<file path="src/assert_macros.svh">
// ----------------------------------------------------------------------------
// assert_macros.svh
// Concurrent assertion helpers used by the top-level RTL file.
// ----------------------------------------------------------------------------
`ifndef ASSERT_MACROS_SVH
`define ASSERT_MACROS_SVH

// Check that a condition implies another in the same cycle.
`define ASSERT_SAME(name, clk, rstn, pre, post, msg) \
    name: assert property (@(posedge clk) disable iff (!(rstn)) (pre) |-> (post)) \
        else $error(msg);

// Check that a condition implies another in the following cycle.
`define ASSERT_NEXT(name, clk, rstn, pre, post, msg) \
    name: assert property (@(posedge clk) disable iff (!(rstn)) (pre) |=> (post)) \
        else $error(msg);

`endif

</file>
<file path="src/ttcw_pkg.sv">
// ----------------------------------------------------------------------------
// ttcw_pkg
// Shared codes, defaults and controller/datapath types of the cell writer.
// ----------------------------------------------------------------------------
`default_nettype none

package ttcw_pkg;

    // Default grid size
    localparam int TTCW_COLS = 80;
    localparam int TTCW_ROWS = 30;

    // Command codes
    localparam logic [1:0] CMD_PUT   = 2'd0;
    localparam logic [1:0] CMD_KEY   = 2'd1;
    localparam logic [1:0] CMD_CLEAR = 2'd2;
    localparam logic [1:0] CMD_READ  = 2'd3;

    // Character codes
    localparam logic [7:0] CH_BS    = 8'h08;
    localparam logic [7:0] CH_LF    = 8'h0A;
    localparam logic [7:0] CH_CR    = 8'h0D;
    localparam logic [7:0] CH_SPACE = 8'h20;
    localparam logic [7:0] CH_TILDE = 8'h7E;

    typedef enum logic [2:0] {
        ST_INIT,
        ST_IDLE,
        ST_EXEC,
        ST_READ,
        ST_SCROLL,
        ST_POST,
        ST_CLEAR
    } ttcw_state_t;

    // What the held beat needs once decoded
    typedef enum logic [1:0] {
        PLAN_SIMPLE,
        PLAN_READ,
        PLAN_SCROLL,
        PLAN_CLEAR
    } ttcw_plan_t;

    typedef struct packed {
        logic item_load;
        logic simple_commit;
        logic read_issue;
        logic read_finish;
        logic sweep_step;
        logic sweep_one_row;
        logic scroll_finish;
        logic clear_finish;
    } ttcw_cmd_t;

    typedef struct packed {
        ttcw_plan_t plan;
        logic       out_free;
        logic       col_end;
        logic       all_end;
    } ttcw_stat_t;

endpackage

`default_nettype wire

</file>
<file path="src/ttcw_ctrl.sv">
// ----------------------------------------------------------------------------
// ttcw_ctrl
// Sequencer of the cell writer: init sweep, decode, read, scroll and clear.
// ----------------------------------------------------------------------------
`default_nettype none

module ttcw_ctrl (
    input  wire logic               aclk,
    input  wire logic               aresetn,
    input  wire logic               s_valid,
    output logic                    s_ready,
    input  wire ttcw_pkg::ttcw_stat_t stat,
    output ttcw_pkg::ttcw_cmd_t     cmd
);
    import ttcw_pkg::*;

    ttcw_state_t state_reg;
    ttcw_state_t state_next;

    // Hold state
    always_ff @(posedge aclk) begin
        if (!aresetn) begin
            state_reg <= ST_INIT;
        end else begin
            state_reg <= state_next;
        end
    end

    // Next state
    always_comb begin
        state_next = state_reg;
        unique case (state_reg)
            ST_INIT: begin
                if (stat.all_end) state_next = ST_IDLE;
            end
            ST_IDLE: begin
                if (s_valid) state_next = ST_EXEC;
            end
            ST_EXEC: begin
                if (stat.out_free) begin
                    unique case (stat.plan)
                        PLAN_SIMPLE: state_next = ST_IDLE;
                        PLAN_READ:   state_next = ST_READ;
                        PLAN_SCROLL: state_next = ST_SCROLL;
                        PLAN_CLEAR:  state_next = ST_CLEAR;
                        default:     state_next = ST_IDLE;
                    endcase
                end
            end
            ST_READ:   state_next = ST_IDLE;
            ST_SCROLL: begin
                if (stat.col_end) state_next = ST_POST;
            end
            ST_POST:   state_next = ST_IDLE;
            ST_CLEAR: begin
                if (stat.all_end) state_next = ST_IDLE;
            end
            default:   state_next = ST_IDLE;
        endcase
    end

    // Commands
    always_comb begin
        cmd     = '0;
        s_ready = 1'b0;
        unique case (state_reg)
            ST_INIT: begin
                cmd.sweep_step = 1'b1;
            end
            ST_IDLE: begin
                s_ready       = 1'b1;
                cmd.item_load = s_valid;
            end
            ST_EXEC: begin
                if (stat.out_free) begin
                    cmd.simple_commit = (stat.plan == PLAN_SIMPLE);
                    cmd.read_issue    = (stat.plan == PLAN_READ);
                end
            end
            ST_READ: begin
                cmd.read_finish = 1'b1;
            end
            ST_SCROLL: begin
                cmd.sweep_step    = 1'b1;
                cmd.sweep_one_row = 1'b1;
            end
            ST_POST: begin
                cmd.scroll_finish = 1'b1;
            end
            ST_CLEAR: begin
                cmd.sweep_step   = 1'b1;
                cmd.clear_finish = stat.all_end;
            end
            default: begin
                cmd = '0;
            end
        endcase
    end

endmodule

`default_nettype wire

</file>
<file path="config.mk">
export PLATFORM = sky130hd
export DESIGN_NAME = ttcw_ctrl
export DESIGN_NICKNAME = d
export VERILOG_FILES = /design/src/assert_macros.svh /design/src/ttcw_pkg.sv /design/src/ttcw_ctrl.sv
export SDC_FILE = /design/constraint.sdc
export NUM_CORES = 1
export LEC_CHECK = 0
export BUFFER_PORTS_ARGS = -buffer_cell sky130_fd_sc_hd__buf_2
export CAP_MARGIN = 20
export CORE_AREA = 2 2 39 41
export CTS_CLUSTER_DIAMETER = 150
export DETAILED_ROUTE_END_ITERATION = 16
export DIE_AREA = 0 0 41 43
export GPL_TIMING_DRIVEN = 0
export SLEW_MARGIN = 20
export SYNTH_ARGS = -nofsm -noshare
export SYNTH_HDL_FRONTEND = slang
export SYNTH_SLANG_ARGS = --single-unit
</file>
<file path="constraint.sdc">
create_clock -name aclk -period 1.5 [get_ports aclk]
set_clock_uncertainty 0.15 [all_clocks]
set_input_delay 0.15 -clock aclk [delete_from_list [all_inputs] [get_ports aclk]]
set_output_delay 0.15 -clock aclk [all_outputs]
set_load 0.1 [all_outputs]
</file>
==> metrics.txt, run 1 <==
worst relative slew slack 0.826; first-pass GRT wire length 1420 um; maximum number of pins on one net before global-route repair 11; adder and majority cell fraction of the synthesized area 0; placement-stage worst setup slack -240 ps; portion of total power attributed to the clock network 0.099; cells taking the most area after synthesis sky130_fd_sc_hd__dfxtp_1 20%, sky130_fd_sc_hd__mux2i_1 9.9%, sky130_fd_sc_hd__a21oi_1 6.6%, sky130_fd_sc_hd__o41ai_2 5.3%, sky130_fd_sc_hd__nand3b_1 4.9%; largest vdd supply drop 0.000676 V; number of clock sinks 3; most frequent cell after synthesis sky130_fd_sc_hd__a21oi_1; type of the worst setup path flip-flop to output pin; 1st-iter DRT viols 4; area added between synthesis and finish 168%; root cell of the clock tree sky130_fd_sc_hd__clkbuf_4; number of optimization iterations in the first detailed-route pass 3; switching power summed over all nets 0.743 mW; wire length after detailed routing 1130 um; multiplexer area fraction after synthesis 0.0988; top achievable clock speed 615 MHz; Reg power frac 0.089; setup total negative slack -896 ps; post-synth top area share 0.198; Largest register FFs 3; number of buffer cells added on primary ports 16; post-synthesis compound-gate area fraction 0.210; CORE AREA 0.00138 sq mm; number of setup violations in the final report 10; Remaining Overflow, GRT 0; synthesized area divided by synthesized cell count 7.60 sq um; launching element type of the critical path flip-flop; number of different library cells in the post-synthesis netlist 24; power density over the cells 1790 mW/mm^2; shortest period the worst path allows 1630 ps; post-DP HPWL 582 um; post-synthesis register bit count 3; number of nets in the layout 80; global-route usage over all layers 0.121; Async SR Flop Fraction 0; dominant combinational cell family by area after synthesis simple AND/OR/NAND/NOR gates; number of pins exceeding their max-slew limit in the final report 0; Post-Synth Simple-Gate Area 0.391; via count 436; post-layout power 1.46 mW; Design Area, Final 815 sq um; synthesized netlist net count 48; Initial Util 0.220; summed instance area of the synthesized netlist 304 sq um; largest fanout of any net on the critical path 6; Worst Path Required 1200 ps; logic depth of the worst register-to-register path 6; clock transition at the registers of the reported paths 40 ps; Worst Max-Slew Pin Slew 259 ps; Final Wtd Congestion 0.702; ant diodes 0; Static Leakage 0.333 nW; proportion of power drawn by combinational gates 0.812; worst-case register-to-register setup slack -100 ps; design internal power 0.715 mW; max-capacitance violation count 0; height of the die 43 um; initial antenna violation count 0; share of layout cells above drive strength 1 0.789; Post-Synth XOR/XNOR Area 0; switch share 0.509; standard-cell rows 14; Setup WS post-layout -126 ps; worst hold-check path type primary input to flip-flop; clock latency on the worst-skew pair 230 ps; ports placed on the boundary 17; Final period util 1.08; DRT antenna net count 0; H-tree levels 1; vias in the first global route 356; detailed-route wire length per cell 13.0 um; Yosys warning total 0; largest area contributor in the netlist sky130_fd_sc_hd__dfxtp_1; maximum number of buffers from clock root to sink 2; Hold Crit Depth 3; Final Hold Fails 0; Commonest cells post-synth 4 x sky130_fd_sc_hd__a21oi_1, 3 x sky130_fd_sc_hd__dfxtp_1, 3 x sky130_fd_sc_hd__mux2i_1, 3 x sky130_fd_sc_hd__nand2_1, 3 x sky130_fd_sc_hd__nor2_1; ratio of routed vias to standard cells 5.01; register area share after synthesis 0.198; number of clock buffers inserted by TritonCTS 3; Placement Cell Area 484 sq um; cell count after synthesis 40; Crit. End Element output pin; number of enable flip-flop cells after synthesis 0; Die Outline Area 0.00176 sq mm; prevailing post-synth register cell sky130_fd_sc_hd__dfxtp_1; failing checks negative setup slack; arrival time reported for the critical path endpoint 1330 ps; status complete, but fails checks; clock tree from TritonCTS done; unrepaired setup endpoints after global routing yes; remaining routing DRC violations 0; Die W 41 um
[cells in the final DEF, fill, tap and decap left out, drive strengths merged, types with 2 or more instances in the layout]
master / count
nand3b: 2
nor2: 3
mux2i: 3
a21oi: 5
dfxtp: 3
buf: 30
nor2b: 2
clkbuf: 4
o21ai: 3
nand2: 3
and3: 3
[layer usage]
metal | routed length (um) | global-route usage | vias to the layer above
li1 | - | - | 208
met1 | 395 | 0.147 | 209
met2 | 669 | 0.188 | 17
met3 | 48 | 0.0471 | 2
met4 | 14 | 0.0400 | 0
met5 | 0 | 0 | -
[through the flow]
stage               cells  utilization  hold WS [ps]
global route           87        0.589          67.5
finish                 87        0.589          63.5
CTS                    83        0.495          44.3
floorplan              40            -           139
global placement       72        0.350           307
detailed placement     72        0.350           304
[worst max-delay path, cell delays in order, from the launching register on]
cell and delay, ps:
sky130_fd_sc_hd__dfxtp_4 340, sky130_fd_sc_hd__clkinvlp_4 130, sky130_fd_sc_hd__nand2_4 80, sky130_fd_sc_hd__nor4bb_4 270, sky130_fd_sc_hd__buf_6 260
[path summary, 6_finish.rpt]
check / start / end
setup / recovery: state_reg[2] / cmd[5]
hold / removal: aresetn / state_reg[1]
setup reg to reg: state_reg[2] / state_reg[2]
hold reg to reg: state_reg[1] / state_reg[1]
[kinds of logic after synthesis]
| group | count (synthesis) |
|---|---|
| buffers and inverters | 5 |
| muxes | 3 |
| and+or+nand+nor | 20 |
| AOI/OAI and AO/OA | 9 |
| DFF | 3 |
[layout make-up]
type / count / area (sq um)
Fill cell: 117 / 569
Sequential cell: 3 / 66.3
Tap cell: 16 / 20.0
Clock buffer: 4 / 26.3
Inverter: 2 / 11.3
Multi-Input combinational cell: 32 / 358
Timing Repair Buffer: 28 / 310
Buffer: 2 / 22.5
[timing repair]
action	4_1_cts	5_1_grt
endpoints found under the setup margin	9	12
hold buffers	0	0
hold endpoints to repair	0	0
setup buffers	8	4
resized for setup	35	20
pin swaps	3	7
[power groups by stage]
stage / clock [mW] / sequential (mW) / combinational [mW]
finish: 0.144 / 0.130 / 1.18
global route: 0.165 / 0.133 / 1.23
CTS: 0.156 / 0.121 / 0.973
detailed placement: 0 / 0.119 / 0.767
global placement: 0 / 0.119 / 0.763
floorplan: 0 / 0.117 / 0.669
No activity file was read; power rests on OpenSTA's default activity.
==> inputs of run 2 (changes only) <==
--- a/config.mk
+++ b/config.mk
@@ -6,12 +6,15 @@
 export NUM_CORES = 1
 export LEC_CHECK = 0
 export BUFFER_PORTS_ARGS = -buffer_cell sky130_fd_sc_hd__buf_2
-export CAP_MARGIN = 20
+export CAP_MARGIN = 15
+export CELL_PAD_IN_SITES_DETAIL_PLACEMENT = 1
+export CELL_PAD_IN_SITES_GLOBAL_PLACEMENT = 1
 export CORE_AREA = 2 2 39 41
 export CTS_CLUSTER_DIAMETER = 150
 export DETAILED_ROUTE_END_ITERATION = 16
 export DIE_AREA = 0 0 41 43
 export GPL_TIMING_DRIVEN = 0
+export PLACE_DENSITY_LB_ADDON = 0.1
 export SLEW_MARGIN = 20
 export SYNTH_ARGS = -nofsm -noshare
 export SYNTH_HDL_FRONTEND = slang
==> metrics.txt, run 2 (synthesized netlist as in run 1, its figures left out) <==
number of pins exceeding their max-slew limit in the final report 0; detailed-route wire length per cell 13.8 um; via count 423; core utilization of the finished layout 0.574; global-route usage over all layers 0.143; root cell of the clock tree sky130_fd_sc_hd__clkbuf_4; arrival time reported for the critical path endpoint 1340 ps; number of clock buffers inserted by TritonCTS 3; wire length after detailed routing 1230 um; status complete, but fails checks; CORE AREA 0.00138 sq mm; maximum number of buffers from clock root to sink 2; ant diodes 0; number of optimization iterations in the first detailed-route pass 2; standard-cell rows 14; ports placed on the boundary 17; number of setup violations in the final report 10; Setup WS post-layout -136 ps; Die Outline Area 0.00176 sq mm; Remaining Overflow, GRT 0; type of the worst setup path flip-flop to output pin; worst hold-check path type primary input to flip-flop; clock tree from TritonCTS done; Worst Max-Slew Pin Slew 255 ps; initial antenna violation count 0; Final Hold Fails 0; vias in the first global route 384; clock latency on the worst-skew pair 230 ps; Placement Cell Area 484 sq um; largest vdd supply drop 0.000734 V; failing checks negative setup slack; remaining routing DRC violations 0; maximum number of pins on one net before global-route repair 11; placement-stage worst setup slack -228 ps; number of clock sinks 3; unrepaired setup endpoints after global routing yes; top achievable clock speed 611 MHz; height of the die 43 um; power density over the cells 1850 mW/mm^2; largest fanout of any net on the critical path 7; area added between synthesis and finish 161%; launching element type of the critical path flip-flop; Static Leakage 0.330 nW; clock transition at the registers of the reported paths 40 ps; number of nets in the layout 82; worst relative slew slack 0.830; most common cell after layout, fill and taps aside sky130_fd_sc_hd__buf_4; max-capacitance violation count 0; ratio of routed vias to standard cells 4.75; shortest period the worst path allows 1640 ps; Die W 41 um; Final period util 1.09; Design Area, Final 795 sq um; Largest register FFs 3; commonest cells after routing, fill and taps aside 13 x sky130_fd_sc_hd__buf_4, 7 x sky130_fd_sc_hd__buf_2, 7 x sky130_fd_sc_hd__buf_12, 5 x sky130_fd_sc_hd__buf_6; Final Wtd Congestion 0.654; H-tree levels 1; DRT antenna net count 0; number of buffer cells added on primary ports 16; post-DP HPWL 657 um; Worst Path Required 1200 ps; first-pass GRT wire length 1650 um; Crit. End Element output pin; Initial Util 0.220; share of layout cells above drive strength 1 0.795; 1st-iter DRT viols 7
## run 2: cell types whose count changed in the layout (fill, tap and decap cells not counted), sizes merged
cell,delta
buf,+2
## run 2: what timing repair did
item                       4_1_cts  5_1_grt
gates cloned                     0        0
pin swaps                        4        4
buffers inserted                 9        6
setup endpoints to repair        9       12
hold buffers                     0        0
gates resized for setup         36       15
## run 2: worst paths after layout
| path | depth (start not counted) | startpoint | endpoint | slack (ps) |
|---|---|---|---|---|
| worst max-delay path | 4 | state_reg[2] | cmd[5] | -140 |
| worst min-delay path | 3 | aresetn | state_reg[1] | 70 |
| worst max register to register | 5 | state_reg[2] | state_reg[1] | -40 |
| worst min register to register | 3 | state_reg[0] | state_reg[0] | 460 |
## run 2: through the flow
stage / TNS, ps / total power [mW] / instances / hold slack [ps]
6_report: -660 / 1.47 / 89 / 73.2
3_5_place_dp: -857 / 0.895 / 72 / 312
4_1_cts: -823 / 1.29 / 84 / 61.5
3_3_place_gp: -829 / 0.895 / 72 / 313
5_1_grt: -1490 / 1.55 / 89 / 78.4
2_1_floorplan: -2060 / 0.787 / 40 / 139
## run 2: power breakdown
part           switching [mW]  leakage (nW)  internal (mW)  total, mW
combinational           0.665         0.289          0.520       1.19
clock                  0.0407        0.0150         0.0996      0.140
sequential             0.0330        0.0264          0.113      0.146
total                   0.739         0.330          0.733       1.47
## run 2: layer usage
metal | GRT usage | up-vias | wire (um)
li1 | - | 210 | -
met1 | 0.160 | 197 | 499
met4 | 0.0400 | 0 | 0
met5 | 0 | - | 0
met3 | 0.0681 | 0 | 50
met2 | 0.231 | 16 | 677
## run 2: final cells by class
cell class / instances / area [sq um]
clock buffer: 4 / 26.3
inverter: 2 / 11.3
buffer: 1 / 11.3
tap: 16 / 20.0
fill: 159 / 589
multi-input combinational: 32 / 339
sequential: 3 / 68.8
timing repair buffer: 31 / 318
## run 2: worst max-delay path, cell delays in order, from the launching register on
cell                         delay [ps]
sky130_fd_sc_hd__dfxtp_4            340
sky130_fd_sc_hd__clkinvlp_4         150
sky130_fd_sc_hd__nand2_4             80
sky130_fd_sc_hd__nor4bb_4           270
sky130_fd_sc_hd__buf_6              260
==> inputs of run 3 (changes only) <==
--- a/config.mk
+++ b/config.mk
@@ -10,6 +10,7 @@
 export CELL_PAD_IN_SITES_DETAIL_PLACEMENT = 1
 export CELL_PAD_IN_SITES_GLOBAL_PLACEMENT = 1
 export CORE_AREA = 2 2 39 41
+export CTS_BUF_LIST = sky130_fd_sc_hd__clkbuf_8
 export CTS_CLUSTER_DIAMETER = 150
 export DETAILED_ROUTE_END_ITERATION = 16
 export DIE_AREA = 0 0 41 43
==> metrics.txt, run 3 (synthesized netlist as in run 1, its figures left out) <==
via count 419; max-capacitance violation count 0; arrival time reported for the critical path endpoint 1310 ps; 1st-iter DRT viols 5; vias in the first global route 386; Placement Cell Area 484 sq um; maximum single-stage delay on the critical path 370 ps; worst relative slew slack 0.840; shortest period the worst path allows 1610 ps; area added between synthesis and finish 166%; maximum number of buffers from clock root to sink 2; most common cell after layout, fill and taps aside sky130_fd_sc_hd__buf_6; Largest register FFs 3; share of layout cells above drive strength 1 0.775; height of the die 43 um; Static Leakage 0.339 nW; Final period util 1.07; number of buffers and inverters on the critical path 3; ratio of routed vias to standard cells 4.82; top achievable clock speed 622 MHz; commonest cells after routing, fill and taps aside 8 x sky130_fd_sc_hd__buf_6, 7 x sky130_fd_sc_hd__buf_2, 7 x sky130_fd_sc_hd__buf_12, 7 x sky130_fd_sc_hd__buf_4; Final Wtd Congestion 0.654; number of pins exceeding their max-slew limit in the final report 0; number of nets in the layout 80; number of optimization iterations in the first detailed-route pass 4; core utilization of the finished layout 0.584; global-route usage over all layers 0.153; Crit. End Element output pin; critical path, cell by cell clkinvlp_4, buf_6, a21oi_2, buf_12; unrepaired setup endpoints after global routing yes; maximum number of pins on one net before global-route repair 11; Die W 41 um; number of buffer cells added on primary ports 16; Setup WS post-layout -106 ps; type of the worst setup path flip-flop to output pin; wire length after detailed routing 1330 um; setup total negative slack -558 ps; placement-stage worst setup slack -228 ps; power density over the cells 1880 mW/mm^2; Initial Util 0.220; post-layout power 1.52 mW; worst hold-check path type primary input to flip-flop; standard-cell rows 14; Worst Max-Slew Pin Slew 239 ps; number of clock sinks 3; detailed-route wire length per cell 15.3 um; largest vdd supply drop 0.000791 V; remaining routing DRC violations 0; kind of cell adding the most delay to the critical path buffers and inverters; ant diodes 0; status complete, but fails checks; launching element type of the critical path flip-flop; number of clock buffers inserted by TritonCTS 3; initial antenna violation count 0; slowest library cell on the worst path sky130_fd_sc_hd__dfxtp_4; Final Hold Fails 0; root cell of the clock tree sky130_fd_sc_hd__clkbuf_8; ports placed on the boundary 17; first-pass GRT wire length 1770 um; clock latency on the worst-skew pair 220 ps; DRT antenna net count 0; clock tree from TritonCTS done; clock transition at the registers of the reported paths 40 ps; largest fanout of any net on the critical path 3; count of filler cells inserted in the layout 147; CORE AREA 0.00138 sq mm; Design Area, Final 808 sq um; Remaining Overflow, GRT 0; H-tree levels 1; number of setup violations in the final report 8; post-DP HPWL 657 um; failing checks negative setup slack; Worst Path Required 1200 ps; Die Outline Area 0.00176 sq mm
-- run 3: cell count changes in the layout (fill, tap and decap cells not counted), moves of 3 or more --
cell,before,now
sky130_fd_sc_hd__buf_6,5,8
sky130_fd_sc_hd__clkbuf_4,3,0
sky130_fd_sc_hd__clkbuf_8,0,3
sky130_fd_sc_hd__buf_4,13,7
-- run 3: power by group --
group          switching, mW  internal, mW  leakage (nW)
sequential            0.0318         0.110        0.0261
combinational          0.658         0.483         0.286
clock                 0.0593         0.175        0.0269
total                  0.750         0.768         0.339
-- run 3: worst register-to-register path, stage by stage, from the launching register on --
cell and delay, ps:
sky130_fd_sc_hd__dfxtp_4 350, sky130_fd_sc_hd__buf_8 150, sky130_fd_sc_hd__nor3b_2 160, sky130_fd_sc_hd__a21oi_1 190
sky130_fd_sc_hd__o21ai_2 120, sky130_fd_sc_hd__o41ai_2 270
-- run 3: layer usage --
layer	part of all wire	wire length, um	GRT usage	up-vias
met5	0	0	0	-
met4	0.015	20	0.0400	0
met3	0.047	63	0.0681	2
met2	0.52	692	0.247	18
met1	0.42	554	0.176	192
li1	-	-	-	207
-- run 3: area by class of cell --
cell class,instances,area (sq um),share of cell area
clock buffer,3,41.3,0.0511
timing repair buffer,29,322,0.398
multi-input combinational,32,333,0.412
tap,16,20.0,0.0248
sequential,3,66.3,0.0820
clock inverter,1,3.75,0.00464
inverter,2,11.3,0.0139
buffer,1,11.3,0.0139
-- run 3: final timing paths --
check,endpoint,depth (start not counted),slack [ps],start
worst max register to register,state_reg[1],5,0,state_reg[2]
worst max-delay path,cmd[3],4,-110,state_reg[2]
worst min-delay path,state_reg[2],3,90,aresetn
worst min register to register,state_reg[0],3,460,state_reg[0]
-- run 3: what timing repair did --
| action | CTS | global route |
|---|---|---|
| hold buffers | 0 | 0 |
| setup buffers | 10 | 3 |
| pin swaps | 4 | 4 |
| setup endpoints to repair | 9 | 12 |
| resized for setup | 39 | 13 |
-- run 3: stage by stage --
stage	instances	hold WS [ps]
after CTS	85	88.2
final	87	86.3
after detailed placement	72	312
after global placement	72	313
after global routing	87	103
after floorplan	40	139
